===== config.mk =====
export PLATFORM = sky130hd
export DESIGN_NAME = generational_handle_table_unit
export DESIGN_NICKNAME = d
export VERILOG_FILES = /design/src/hdl/ght_pkg.sv /design/src/hdl/ght_front.sv /design/src/hdl/ght_queue.sv /design/src/hdl/ght_back.sv /design/src/hdl/generational_handle_table_unit.sv
export SDC_FILE = /design/constraint.sdc
export NUM_CORES = 1
export LEC_CHECK = 0
export BUFFER_PORTS_ARGS = -buffer_cell sky130_fd_sc_hd__buf_2
export CAP_MARGIN = 20
export CORE_UTILIZATION = 25
export DETAILED_ROUTE_END_ITERATION = 16
export HOLD_SLACK_MARGIN = 0.08
export SYNTH_ARGS = -nofsm -noshare
export SYNTH_HDL_FRONTEND = slang
export SYNTH_SLANG_ARGS = --single-unit

===== constraint.sdc =====
create_clock -name clock -period 6.1 [get_ports clock]
set_input_delay 0.915 -clock clock [delete_from_list [all_inputs] [get_ports clock]]
set_output_delay 0.915 -clock clock [all_outputs]
set_load 0.01 [all_outputs]

===== src/hdl/ght_pkg.sv =====
// ----------------------------------------------------------------------------
// ght_pkg: shared types and constants of the generational handle table
// beat types, queue entry, status and request codes, back end states
// ----------------------------------------------------------------------------
package ght_pkg;

   localparam int MAX_GEN_BITS   = 12;
   localparam int CSR_DATA_BITS  = 16;
   localparam int CSR_INDEX_BITS = 1;
   localparam int QUEUE_DEPTH    = 2;

   localparam logic [CSR_INDEX_BITS-1:0] CSR_RING_PRESENT = 1'b0;
   localparam logic [CSR_INDEX_BITS-1:0] CSR_DAEMON_EPOCH = 1'b1;

   localparam logic [2:0] REQ_REGISTER   = 3'd0;
   localparam logic [2:0] REQ_UNREGISTER = 3'd1;
   localparam logic [2:0] REQ_QUERY      = 3'd2;
   localparam logic [2:0] REQ_RESOLVE    = 3'd3;
   localparam logic [2:0] REQ_CLEAR      = 3'd4;

   localparam logic [3:0] ST_OK        = 4'd0;
   localparam logic [3:0] ST_BAD       = 4'd1;
   localparam logic [3:0] ST_FULL      = 4'd2;
   localparam logic [3:0] ST_NO_RING   = 4'd3;
   localparam logic [3:0] ST_KIND      = 4'd4;
   localparam logic [3:0] ST_EPOCH     = 4'd5;
   localparam logic [3:0] ST_NOT_LIVE  = 4'd6;
   localparam logic [3:0] ST_GEN       = 4'd7;
   localparam logic [3:0] ST_NOT_FOUND = 4'd8;

   typedef struct packed {
      logic [2:0]  req_type;
      logic [3:0]  obj_kind;
      logic [31:0] obj_handle;
      logic [7:0]  slot_query;
      logic [31:0] token_in;
   } request_type;

   typedef struct packed {
      logic [3:0]  status;
      logic [7:0]  slot_out;
      logic [31:0] token_out;
      logic [31:0] handle_out;
   } response_type;

   typedef enum logic [2:0] {
      OP_REGISTER,
      OP_UNREGISTER,
      OP_QUERY,
      OP_RESOLVE,
      OP_CLEAR,
      OP_REPLY
   } op_type;

   typedef struct packed {
      op_type                  op;
      logic [3:0]              status;
      logic [3:0]              kind;
      logic [31:0]             word;
      logic [7:0]              slot;
      logic [MAX_GEN_BITS-1:0] gen;
   } entry_type;

   typedef struct packed {
      logic full;
      logic empty;
   } queue_status_type;

   typedef enum logic [2:0] {
      BK_IDLE,
      BK_EXEC,
      BK_LOOKUP,
      BK_FINISH,
      BK_SCAN
   } back_state_type;

endpackage


===== src/hdl/ght_front.sv =====
// ----------------------------------------------------------------------------
// ght_front: request intake and classification
// holds the csr registers, settles bad requests and the token checks that
// need no slot state, and hands a decoded entry to the queue
// ----------------------------------------------------------------------------
module ght_front #(
   parameter int KIND_BITS  = 4,
   parameter int INDEX_BITS = 4,
   parameter int GEN_BITS   = 8
) (
   input  logic                                     clock,
   input  logic                                     reset,
   input  logic                                     csr_we,
   input  logic [ght_pkg::CSR_INDEX_BITS-1:0]       csr_index,
   input  logic [ght_pkg::CSR_DATA_BITS-1:0]        csr_wdata,
   input  logic                                     start,
   output logic                                     busy,
   input  ght_pkg::request_type                     req_data,
   input  ght_pkg::queue_status_type                q_stat,
   output logic                                     push,
   output ght_pkg::entry_type                       push_data
);

   localparam int EPOCH_SHIFT = KIND_BITS + INDEX_BITS + GEN_BITS;
   localparam int EPOCH_BITS  = 32 - EPOCH_SHIFT;
   localparam int GW          = ght_pkg::MAX_GEN_BITS;

   logic                                   ring_ff, ring_in;
   logic [ght_pkg::CSR_DATA_BITS-1:0]      epoch_ff, epoch_in;

   logic [31:0]            epoch_wide;
   logic [EPOCH_BITS-1:0]  epoch_field;
   logic [KIND_BITS-1:0]   tok_kind;
   logic [INDEX_BITS-1:0]  tok_idx;
   logic [GEN_BITS-1:0]    tok_gen;
   logic [EPOCH_BITS-1:0]  tok_epoch;

   always_comb begin
      ring_in  = ring_ff;
      epoch_in = epoch_ff;
      if (csr_we) begin
         case (csr_index)
            ght_pkg::CSR_RING_PRESENT: ring_in  = csr_wdata[0];
            ght_pkg::CSR_DAEMON_EPOCH: epoch_in = csr_wdata;
            default: ;
         endcase
      end
   end

   always_ff @(posedge clock) begin
      if (reset) begin
         ring_ff  <= 1'b0;
         epoch_ff <= '0;
      end else begin
         ring_ff  <= ring_in;
         epoch_ff <= epoch_in;
      end
   end

   assign busy = q_stat.full;
   assign push = start && !q_stat.full;

   // epoch as it stands in a token: zero without ring, cut to the field
   assign epoch_wide  = ring_ff ? 32'(epoch_ff) : 32'd0;
   assign epoch_field = epoch_wide[EPOCH_BITS-1:0];

   assign tok_kind  = req_data.token_in[KIND_BITS-1:0];
   assign tok_idx   = req_data.token_in[KIND_BITS +: INDEX_BITS];
   assign tok_gen   = req_data.token_in[KIND_BITS+INDEX_BITS +: GEN_BITS];
   assign tok_epoch = req_data.token_in[31:EPOCH_SHIFT];

   always_comb begin
      push_data        = '0;
      push_data.op     = ght_pkg::OP_REPLY;
      push_data.status = ght_pkg::ST_BAD;
      push_data.kind   = req_data.obj_kind;
      push_data.word   = req_data.obj_handle;
      push_data.slot   = req_data.slot_query;
      case (req_data.req_type)
         ght_pkg::REQ_REGISTER: begin
            if (req_data.obj_handle != 32'd0 && req_data.obj_kind != 4'd0) begin
               push_data.op = ght_pkg::OP_REGISTER;
            end
         end
         ght_pkg::REQ_UNREGISTER: begin
            push_data.op = ght_pkg::OP_UNREGISTER;
         end
         ght_pkg::REQ_QUERY: begin
            // epoch and index part of the token, kind and gen come from the slot
            push_data.op   = ght_pkg::OP_QUERY;
            push_data.word = (32'(epoch_field) << EPOCH_SHIFT)
                           | (32'(req_data.slot_query[INDEX_BITS-1:0]) << KIND_BITS);
         end
         ght_pkg::REQ_RESOLVE: begin
            if (!ring_ff) begin
               push_data.status = ght_pkg::ST_NO_RING;
            end else if (8'(tok_kind) != 8'(req_data.obj_kind)) begin
               push_data.status = ght_pkg::ST_KIND;
            end else if (tok_epoch != epoch_field) begin
               push_data.status = ght_pkg::ST_EPOCH;
            end else begin
               push_data.op   = ght_pkg::OP_RESOLVE;
               push_data.slot = 8'(tok_idx);
               push_data.gen  = GW'(tok_gen);
            end
         end
         ght_pkg::REQ_CLEAR: begin
            push_data.op = ght_pkg::OP_CLEAR;
         end
         default: ;
      endcase
   end

endmodule


===== src/hdl/ght_queue.sv =====
// ----------------------------------------------------------------------------
// ght_queue: short entry queue between the front and back ends
// lets either side stall on its own
// ----------------------------------------------------------------------------
module ght_queue (
   input  logic                          clock,
   input  logic                          reset,
   input  logic                          push,
   input  ght_pkg::entry_type            push_data,
   input  logic                          pop,
   output ght_pkg::entry_type            pop_data,
   output ght_pkg::queue_status_type     q_stat
);

   localparam int DEPTH = ght_pkg::QUEUE_DEPTH;
   localparam int PW    = (DEPTH > 1) ? $clog2(DEPTH) : 1;
   localparam int CW    = $clog2(DEPTH + 1);

   ght_pkg::entry_type  slot_ff [DEPTH];
   logic [PW-1:0]       wr_ptr_ff, wr_ptr_in;
   logic [PW-1:0]       rd_ptr_ff, rd_ptr_in;
   logic [CW-1:0]       count_ff, count_in;
   logic                do_push, do_pop;

   assign q_stat.full  = (count_ff == CW'(DEPTH));
   assign q_stat.empty = (count_ff == CW'(0));
   assign do_push      = push && !q_stat.full;
   assign do_pop       = pop && !q_stat.empty;
   assign pop_data     = slot_ff[rd_ptr_ff];

   always_comb begin
      wr_ptr_in = wr_ptr_ff;
      rd_ptr_in = rd_ptr_ff;
      count_in  = count_ff;
      if (do_push) begin
         wr_ptr_in = (wr_ptr_ff == PW'(DEPTH - 1)) ? PW'(0) : wr_ptr_ff + PW'(1);
      end
      if (do_pop) begin
         rd_ptr_in = (rd_ptr_ff == PW'(DEPTH - 1)) ? PW'(0) : rd_ptr_ff + PW'(1);
      end
      case ({do_push, do_pop})
         2'b10:   count_in = count_ff + CW'(1);
         2'b01:   count_in = count_ff - CW'(1);
         default: count_in = count_ff;
      endcase
   end

   always_ff @(posedge clock) begin
      if (reset) begin
         wr_ptr_ff <= '0;
         rd_ptr_ff <= '0;
         count_ff  <= '0;
      end else begin
         wr_ptr_ff <= wr_ptr_in;
         rd_ptr_ff <= rd_ptr_in;
         count_ff  <= count_in;
      end
   end

   always_ff @(posedge clock) begin
      if (do_push) begin
         slot_ff[wr_ptr_ff] <= push_data;
      end
   end

endmodule


===== src/hdl/ght_back.sv =====
// ----------------------------------------------------------------------------
// ght_back: slot table and execution sequencer
// live bits and generations in flops, kind and handle in a slot memory;
// unregister scans the memory one slot a cycle
// ----------------------------------------------------------------------------
module ght_back #(
   parameter int SLOT_COUNT = 16,
   parameter int KIND_BITS  = 4,
   parameter int INDEX_BITS = 4,
   parameter int GEN_BITS   = 8
) (
   input  logic                          clock,
   input  logic                          reset,
   input  ght_pkg::queue_status_type     q_stat,
   output logic                          pop,
   input  ght_pkg::entry_type            pop_data,
   output logic                          rsp_strobe,
   output ght_pkg::response_type         rsp_data
);

   localparam int IDXW      = (SLOT_COUNT > 1) ? $clog2(SLOT_COUNT) : 1;
   localparam int GW        = ght_pkg::MAX_GEN_BITS;
   localparam int GEN_SHIFT = KIND_BITS + INDEX_BITS;
   localparam logic [31:0]     KIND_MASK = 32'((64'd1 << KIND_BITS) - 64'd1);
   localparam logic [IDXW-1:0] LAST_IDX  = IDXW'(SLOT_COUNT - 1);

   ght_pkg::back_state_type  state_ff, state_in;
   ght_pkg::entry_type       cur_ff, cur_in;
   logic [SLOT_COUNT-1:0]    live_ff, live_in;
   logic [GEN_BITS-1:0]      gen_ff [SLOT_COUNT];
   logic [GEN_BITS-1:0]      gen_in [SLOT_COUNT];
   logic [IDXW-1:0]          scan_ff, scan_in;
   logic                     issue_ff, issue_in;
   logic                     cmp_vld_ff, cmp_vld_in;
   logic [IDXW-1:0]          cmp_idx_ff, cmp_idx_in;
   logic                     rsp_strobe_ff, rsp_strobe_in;
   ght_pkg::response_type    rsp_ff, rsp_in;

   logic [3:0]               kind_mem [SLOT_COUNT];
   logic [31:0]              obj_mem  [SLOT_COUNT];
   logic [3:0]               rd_kind_ff;
   logic [31:0]              rd_obj_ff;
   logic [IDXW-1:0]          rd_addr;
   logic                     mem_we;

   logic [IDXW-1:0]          cur_idx;
   logic                     cur_live;
   logic                     free_any;
   logic [IDXW-1:0]          free_idx;
   logic                     match;

   assign pop        = (state_ff == ght_pkg::BK_IDLE) && !q_stat.empty;
   assign rsp_strobe = rsp_strobe_ff;
   assign rsp_data   = rsp_ff;

   assign cur_idx  = cur_ff.slot[IDXW-1:0];
   assign cur_live = (cur_ff.slot < 8'(SLOT_COUNT)) && live_ff[cur_idx];
   assign rd_addr  = (state_ff == ght_pkg::BK_SCAN) ? scan_ff : cur_idx;
   assign match    = cmp_vld_ff && live_ff[cmp_idx_ff]
                     && (rd_kind_ff == cur_ff.kind) && (rd_obj_ff == cur_ff.word);

   // lowest free slot
   always_comb begin
      free_any = 1'b0;
      free_idx = '0;
      for (int i = SLOT_COUNT - 1; i >= 0; i--) begin
         if (!live_ff[i]) begin
            free_any = 1'b1;
            free_idx = IDXW'(i);
         end
      end
   end

   always_comb begin
      state_in = state_ff;
      case (state_ff)
         ght_pkg::BK_IDLE: begin
            if (pop) begin
               case (pop_data.op)
                  ght_pkg::OP_UNREGISTER: state_in = ght_pkg::BK_SCAN;
                  ght_pkg::OP_QUERY:      state_in = ght_pkg::BK_LOOKUP;
                  ght_pkg::OP_RESOLVE:    state_in = ght_pkg::BK_LOOKUP;
                  default:                state_in = ght_pkg::BK_EXEC;
               endcase
            end
         end
         ght_pkg::BK_EXEC:   state_in = ght_pkg::BK_IDLE;
         ght_pkg::BK_LOOKUP: state_in = ght_pkg::BK_FINISH;
         ght_pkg::BK_FINISH: state_in = ght_pkg::BK_IDLE;
         ght_pkg::BK_SCAN: begin
            if (match || (cmp_vld_ff && cmp_idx_ff == LAST_IDX)) begin
               state_in = ght_pkg::BK_IDLE;
            end
         end
         default: state_in = ght_pkg::BK_IDLE;
      endcase
   end

   always_comb begin
      cur_in        = cur_ff;
      live_in       = live_ff;
      gen_in        = gen_ff;
      scan_in       = scan_ff;
      issue_in      = issue_ff;
      cmp_vld_in    = 1'b0;
      cmp_idx_in    = scan_ff;
      mem_we        = 1'b0;
      rsp_strobe_in = 1'b0;
      rsp_in        = rsp_ff;
      case (state_ff)
         ght_pkg::BK_IDLE: begin
            if (pop) begin
               cur_in   = pop_data;
               scan_in  = '0;
               issue_in = 1'b1;
            end
         end
         ght_pkg::BK_EXEC: begin
            rsp_strobe_in = 1'b1;
            rsp_in        = '0;
            case (cur_ff.op)
               ght_pkg::OP_REGISTER: begin
                  if (free_any) begin
                     live_in[free_idx] = 1'b1;
                     gen_in[free_idx]  = gen_ff[free_idx] + GEN_BITS'(1);
                     mem_we            = 1'b1;
                     rsp_in.status     = ght_pkg::ST_OK;
                     rsp_in.slot_out   = 8'(free_idx);
                  end else begin
                     rsp_in.status = ght_pkg::ST_FULL;
                  end
               end
               ght_pkg::OP_CLEAR: begin
                  live_in       = '0;
                  rsp_in.status = ght_pkg::ST_OK;
               end
               default: rsp_in.status = cur_ff.status;
            endcase
         end
         ght_pkg::BK_LOOKUP: ;
         ght_pkg::BK_FINISH: begin
            rsp_strobe_in = 1'b1;
            rsp_in        = '0;
            if (cur_ff.op == ght_pkg::OP_QUERY) begin
               if (cur_live) begin
                  rsp_in.status    = ght_pkg::ST_OK;
                  rsp_in.token_out = cur_ff.word
                                   | (32'(rd_kind_ff) & KIND_MASK)
                                   | (32'(gen_ff[cur_idx]) << GEN_SHIFT);
               end else begin
                  rsp_in.status = ght_pkg::ST_NOT_FOUND;
               end
            end else begin
               if (!cur_live) begin
                  rsp_in.status = ght_pkg::ST_NOT_LIVE;
               end else if (GW'(gen_ff[cur_idx]) != cur_ff.gen) begin
                  rsp_in.status = ght_pkg::ST_GEN;
               end else begin
                  rsp_in.status     = ght_pkg::ST_OK;
                  rsp_in.handle_out = rd_obj_ff;
               end
            end
         end
         ght_pkg::BK_SCAN: begin
            // one slot read issued per cycle, compared the cycle after
            cmp_vld_in = issue_ff;
            cmp_idx_in = scan_ff;
            if (issue_ff) begin
               if (scan_ff == LAST_IDX) begin
                  issue_in = 1'b0;
               end else begin
                  scan_in = scan_ff + IDXW'(1);
               end
            end
            if (match) begin
               live_in[cmp_idx_ff] = 1'b0;
               rsp_strobe_in       = 1'b1;
               rsp_in              = '0;
               rsp_in.status       = ght_pkg::ST_OK;
            end else if (cmp_vld_ff && cmp_idx_ff == LAST_IDX) begin
               rsp_strobe_in = 1'b1;
               rsp_in        = '0;
               rsp_in.status = ght_pkg::ST_NOT_FOUND;
            end
         end
         default: ;
      endcase
   end

   always_ff @(posedge clock) begin
      if (reset) begin
         state_ff      <= ght_pkg::BK_IDLE;
         live_ff       <= '0;
         gen_ff        <= '{default: '0};
         issue_ff      <= 1'b0;
         cmp_vld_ff    <= 1'b0;
         rsp_strobe_ff <= 1'b0;
      end else begin
         state_ff      <= state_in;
         live_ff       <= live_in;
         gen_ff        <= gen_in;
         issue_ff      <= issue_in;
         cmp_vld_ff    <= cmp_vld_in;
         rsp_strobe_ff <= rsp_strobe_in;
      end
   end

   always_ff @(posedge clock) begin
      cur_ff     <= cur_in;
      scan_ff    <= scan_in;
      cmp_idx_ff <= cmp_idx_in;
      rsp_ff     <= rsp_in;
   end

   // slot memory, one write and one registered read per cycle
   always_ff @(posedge clock) begin
      if (mem_we) begin
         kind_mem[free_idx] <= cur_ff.kind;
         obj_mem[free_idx]  <= cur_ff.word;
      end
      rd_kind_ff <= kind_mem[rd_addr];
      rd_obj_ff  <= obj_mem[rd_addr];
   end

endmodule


===== src/hdl/generational_handle_table_unit.sv =====
// ----------------------------------------------------------------------------
// generational_handle_table_unit: object slot table with epoch tokens
//
// request beat: taken at a clock edge with start high and busy low; one
// response beat per request on rsp_data, marked by rsp_strobe for exactly
// one cycle, with no back-pressure from the receiver.
// csr port: csr_we, csr_index (0 ring present, 1 daemon epoch), csr_wdata;
// a write lands at the edge where csr_we is high.
// register, clear-all and rejected requests answer from the exec state,
// token query and resolve from a lookup state and then a finish state,
// and unregister from a scan that stops at a match or at the last slot.
// the back end sequencer takes one request at a time; the unregister scan
// reads one slot a cycle from the slot memory, and a two-entry queue lets
// the front end take requests meanwhile.
// reset: synchronous; all slots free, generations zero, csr registers zero,
// queue empty, no response pending.
// ----------------------------------------------------------------------------
module generational_handle_table_unit #(
   parameter int SLOT_COUNT = 16,
   parameter int KIND_BITS  = 4,
   parameter int INDEX_BITS = 4,
   parameter int GEN_BITS   = 8
) (
   input  logic                                 clock,
   input  logic                                 reset,
   input  logic                                 start,
   output logic                                 busy,
   input  ght_pkg::request_type                 req_data,
   output logic                                 rsp_strobe,
   output ght_pkg::response_type                rsp_data,
   input  logic                                 csr_we,
   input  logic [ght_pkg::CSR_INDEX_BITS-1:0]   csr_index,
   input  logic [ght_pkg::CSR_DATA_BITS-1:0]    csr_wdata
);

   ght_pkg::queue_status_type  q_stat;
   ght_pkg::entry_type         push_data;
   ght_pkg::entry_type         pop_data;
   logic                       push;
   logic                       pop;

   ght_front #(
      .KIND_BITS  (KIND_BITS),
      .INDEX_BITS (INDEX_BITS),
      .GEN_BITS   (GEN_BITS)
   ) u_front (
      .clock     (clock),
      .reset     (reset),
      .csr_we    (csr_we),
      .csr_index (csr_index),
      .csr_wdata (csr_wdata),
      .start     (start),
      .busy      (busy),
      .req_data  (req_data),
      .q_stat    (q_stat),
      .push      (push),
      .push_data (push_data)
   );

   ght_queue u_queue (
      .clock     (clock),
      .reset     (reset),
      .push      (push),
      .push_data (push_data),
      .pop       (pop),
      .pop_data  (pop_data),
      .q_stat    (q_stat)
   );

   ght_back #(
      .SLOT_COUNT (SLOT_COUNT),
      .KIND_BITS  (KIND_BITS),
      .INDEX_BITS (INDEX_BITS),
      .GEN_BITS   (GEN_BITS)
   ) u_back (
      .clock      (clock),
      .reset      (reset),
      .q_stat     (q_stat),
      .pop        (pop),
      .pop_data   (pop_data),
      .rsp_strobe (rsp_strobe),
      .rsp_data   (rsp_data)
   );

`ifndef SYNTHESIS
   a_reset_quiet: assert property (@(posedge clock)
      reset |=> !rsp_strobe && !busy)
      else $error("response or busy right after reset");

   a_strobe_gap: assert property (@(posedge clock) disable iff (reset)
      rsp_strobe |=> !rsp_strobe)
      else $error("response beats in back-to-back cycles");

   a_fail_zero: assert property (@(posedge clock) disable iff (reset)
      rsp_strobe && rsp_data.status != ght_pkg::ST_OK |->
         rsp_data.slot_out == 8'd0 && rsp_data.token_out == 32'd0
         && rsp_data.handle_out == 32'd0)
      else $error("failed response carries a payload");

   a_slot_range: assert property (@(posedge clock) disable iff (reset)
      rsp_strobe |-> rsp_data.slot_out < 8'(SLOT_COUNT))
      else $error("response slot beyond table");
`endif

endmodule

==> flow_summary_export.csv <==
group,metric,value,unit
run_status,status,"complete, no violations",
timing,maxSlewHeadroom,25.8,%
synthesis,synth_edf_count,826,
routing,drt-total-wl,127000,um
timing,rsz0062_at_grt,"no",
cells_and_area,final_common_cell,"edfxtp_1",
routing,drtAntennaViolNets,0,
placed_design,routabilityCongestion,0.940,
placed_design,place_ws,1.50,ns
clock_network,clk_pin_slew,0.07,ns
routing,wl_met3,8210,um
critical_path,worstPathRequired,6.69,ns
critical_path,path_class,"reg -> reg",
routing,wire_per_inst,21.7,um
timing,hold_violations,0,
critical_path,cp.arrival,5.14,ns
hold_path,hold_depth,2,
clock_network,cts-root-buf,"clkbuf_16",
synthesis,synth_area,43300,um^2
timing,postLayoutSetupSlackWorst,1.55,ns
routing,via_count,28700,
grt,gr-total-overflow,0,
clock_network,clockBufferDepth,3,
critical_path,r2r_setup_slack,1.55,ns
clock_network,ctsHoldBuffers,0,
critical_path,start_kind,"register",
cells_and_area,mostFrequentLayoutCells,"edfxtp_1 (826), nand2_1 (478), a211oi_1 (252), and2_1 (218), dfxtp_1 (211)",
synthesis,ys_warn_count,0,
timing,whs,0.464,ns
routing,dr.pass1.iters,5,
power_and_ir_drop,p_per_area,424,nW/um^2
clock_network,post_cts_buffers,0,
placed_design,hpwlAfterDp,78400,um
timing,fin_crit,4.55,ns
timing,slew_viol_final,0,
timing,timing.setup.tns,0,ns
synthesis,synthCells,3335,
timing,fin_crit_sh,74.6,%
cells_and_area,layout-area-overhead-vs-synth,16.5,%
timing,tightest_slew,1.11,ns
power_and_ir_drop,p_leak,15.8,nW
timing,fmax,0.220,GHz
synthesis,yosysSeqAreaShare,67.1,%
floorplanning,core_area,172000,um^2
critical_path,crit_path_end_kind,"register",
critical_path,worstPathMaxFanout,28,
floorplanning,die_h,418,um
routing,m1WireLength,53800,um
critical_path,r2r-end,"u_back.gen_ff[46]$_SDFFE_PP0P_",
critical_path,worst_r2r_path_depth,9,
synthesis,synth.distinct_cells,77,
synthesis,avgSynthCellArea,13.0,um^2
synthesis,ys_ff_latch,1038,
routing,routed.top_layer,"met5",
clock_network,clkSinkCount,1038,
floorplanning,start_util,25.2,%
clock_network,cts_max_level,3,
power_and_ir_drop,power.total,21.4,mW
floorplanning,fp.dieArea,175000,um^2
routing,dr_wl_met2,61200,um
run,cap_violations,0,
critical_path,r2r_start,"u_back.live_ff[10]$_SDFFE_PP0P_",
timing,finClkSkew,0.0467,ns
clock_network,cts_resized,0,
floorplanning,rows,152,
grt,grt_max_degree,134,
routing,drcViolationCount,0,
routing,viasPerCell,4.90,
floorplanning,fp.dieW,418,um
routing,drtIter0Drc,3073,
placed_design,portBuffers,173,
grt,first_global_vias,27400,
cells_and_area,layout-drive-gt1-share,16.5,%
clock_network,cts_buffers,105,
hold_path,hp-start,"u_back.issue_ff$_SDFFE_PP0P_",
synthesis,synthArstFlopShare,0,%
floorplanning,top_level_ports,178,
hold_path,hold_end,"u_back.cmp_vld_ff$_SDFF_PP0_",
grt,antenna_found_initial,14,
grt,grt_usage,14.1,%
timing,finalSetupViolCount,0,
cells_and_area,fin_nets,3546,
synthesis,synth_ff_type,"edfxtp_1",
power_and_ir_drop,vdd_ir_drop_max,0.356,mV
clock_network,clk_latency,0.70,ns
clock_network,cts_tree,"yes",
grt,grt_first_pass_wirelength,186000,um
hold_path,hold_path.class,"reg -> reg",
worst max-delay path: stages, from the launching register on:
cell,delay [ns]
dfxtp_1,0.49
nand2_1,0.10
a311o_1,0.41
a31oi_2,0.72
nor2_1,0.25
a211oi_1,0.27
and4_1,0.33
nand4_2,0.64
or3_1,0.85
a311oi_1,0.38
per-layer routing:
layer	up-vias	track usage, %
met4	2	4.51
met5	-	0
met1	14400	18.9
met2	1125	23.3
li1	12900	-
met3	240	2.18
per-stage QoR:
step / std cells / util (%) / area, um^2
after detailed placement: 5645 / 27.3 / 46900
after global placement: 5643 / 27.3 / 46800
after CTS: 5845 / 29.3 / 50400
after global routing: 5849 / 29.4 / 50400
final: 5850 / 29.4 / 50400
after floorplan: 3338 / - / 43300
sequential cells by signal, summed over array words and instances, names as in the netlist, 2 cells and up, named ones only:
signal             cells
u_front.epoch_ff      16
u_back.gen_ff        128
u_back.live_ff        16
u_queue.slot_ff      116
u_back.state_ff        3
u_back.cur_ff         58
u_back.rd_kind_ff      4
u_back.cmp_idx_ff      4
u_back.obj_mem       512
u_queue.count_ff       2
u_back.cmp_idx_in      4
u_back.rd_obj_ff      32
u_back.kind_mem       64
u_back.rsp_data       72
cell families (layout without fill, tap and decap cells):
kind of cell / count (synthesis) / after routing / share of synthesized area [%]
AO/OA/AOI/OAI: 748 / 748 / 12.3
XOR/XNOR: 62 / 62 / 1.26
adder cells (fa/ha/maj): 3 / 3 / 0.0868
buffers and inverters: 287 / 485 / 2.67
flip-flops: 1038 / 1038 / 67.1
multiplexers: 151 / 151 / 5.14
other: 1 / 8 / 0.00867
AND/OR/NAND/NOR: 1045 / 1045 / 11.4
worst max-delay path by stage:
stage                                    startpoint                               end  slack, ns  depth (start not counted)
finish              u_back.live_ff[10]$_SDFFE_PP0P_    u_back.gen_ff[46]$_SDFFE_PP0P_       1.55                          9
global route        u_back.live_ff[10]$_SDFFE_PP0P_   u_back.gen_ff[102]$_SDFFE_PP0P_       1.26                          9
CTS                 u_back.live_ff[10]$_SDFFE_PP0P_    u_back.gen_ff[86]$_SDFFE_PP0P_       1.47                          9
detailed placement   u_back.live_ff[6]$_SDFFE_PP0P_    u_back.gen_ff[94]$_SDFFE_PP0P_       1.50                          9
global placement    u_back.live_ff[10]$_SDFFE_PP0P_     u_back.gen_ff[6]$_SDFFE_PP0P_       1.63                          9
floorplan               u_back.cur_ff[27]$_DFFE_PP_  u_back.rsp_data[0]$_SDFFCE_PN0P_       0.80                          6
cell usage after synthesis, drive strengths merged (13+ instances only):
master / instances / area [um^2]
a211oi: 252 / 1890
a21oi: 143 / 727
a311oi: 105 / 982
a31oi: 83 / 541
and2: 225 / 1410
buf: 55 / 282
clkbuf: 190 / 714
dfxtp: 212 / 4240
edfxtp: 826 / 24800
inv: 41 / 154
mux2: 69 / 777
mux2i: 32 / 320
mux4: 50 / 1130
nand2: 480 / 1800
nand3: 47 / 235
nand4: 27 / 175
nor2: 166 / 626
nor4: 20 / 125
o211ai: 18 / 140
o21a: 13 / 97.6
o21ai: 55 / 275
xnor2: 54 / 473
report_power, final:
group          total (mW)  internal, mW  switching (mW)
clock network        6.50          3.74            2.77
registers            9.80          8.96           0.837
logic                5.10          1.70            3.40
total                21.4          14.4            7.01
cell type report:
type | count | area [um^2]
Antenna cell | 4 | 10.0
Tap cell | 2310 | 2890
Fill cell | 17200 | 121000
Clock buffer | 148 | 3030
Multi-Input combinational cell | 2013 | 13300
Inverter | 42 | 158
Timing Repair Buffer | 243 | 1510
Clock inverter | 52 | 508
Sequential cell | 1038 | 29000
(Power assumes the default switching activity.)
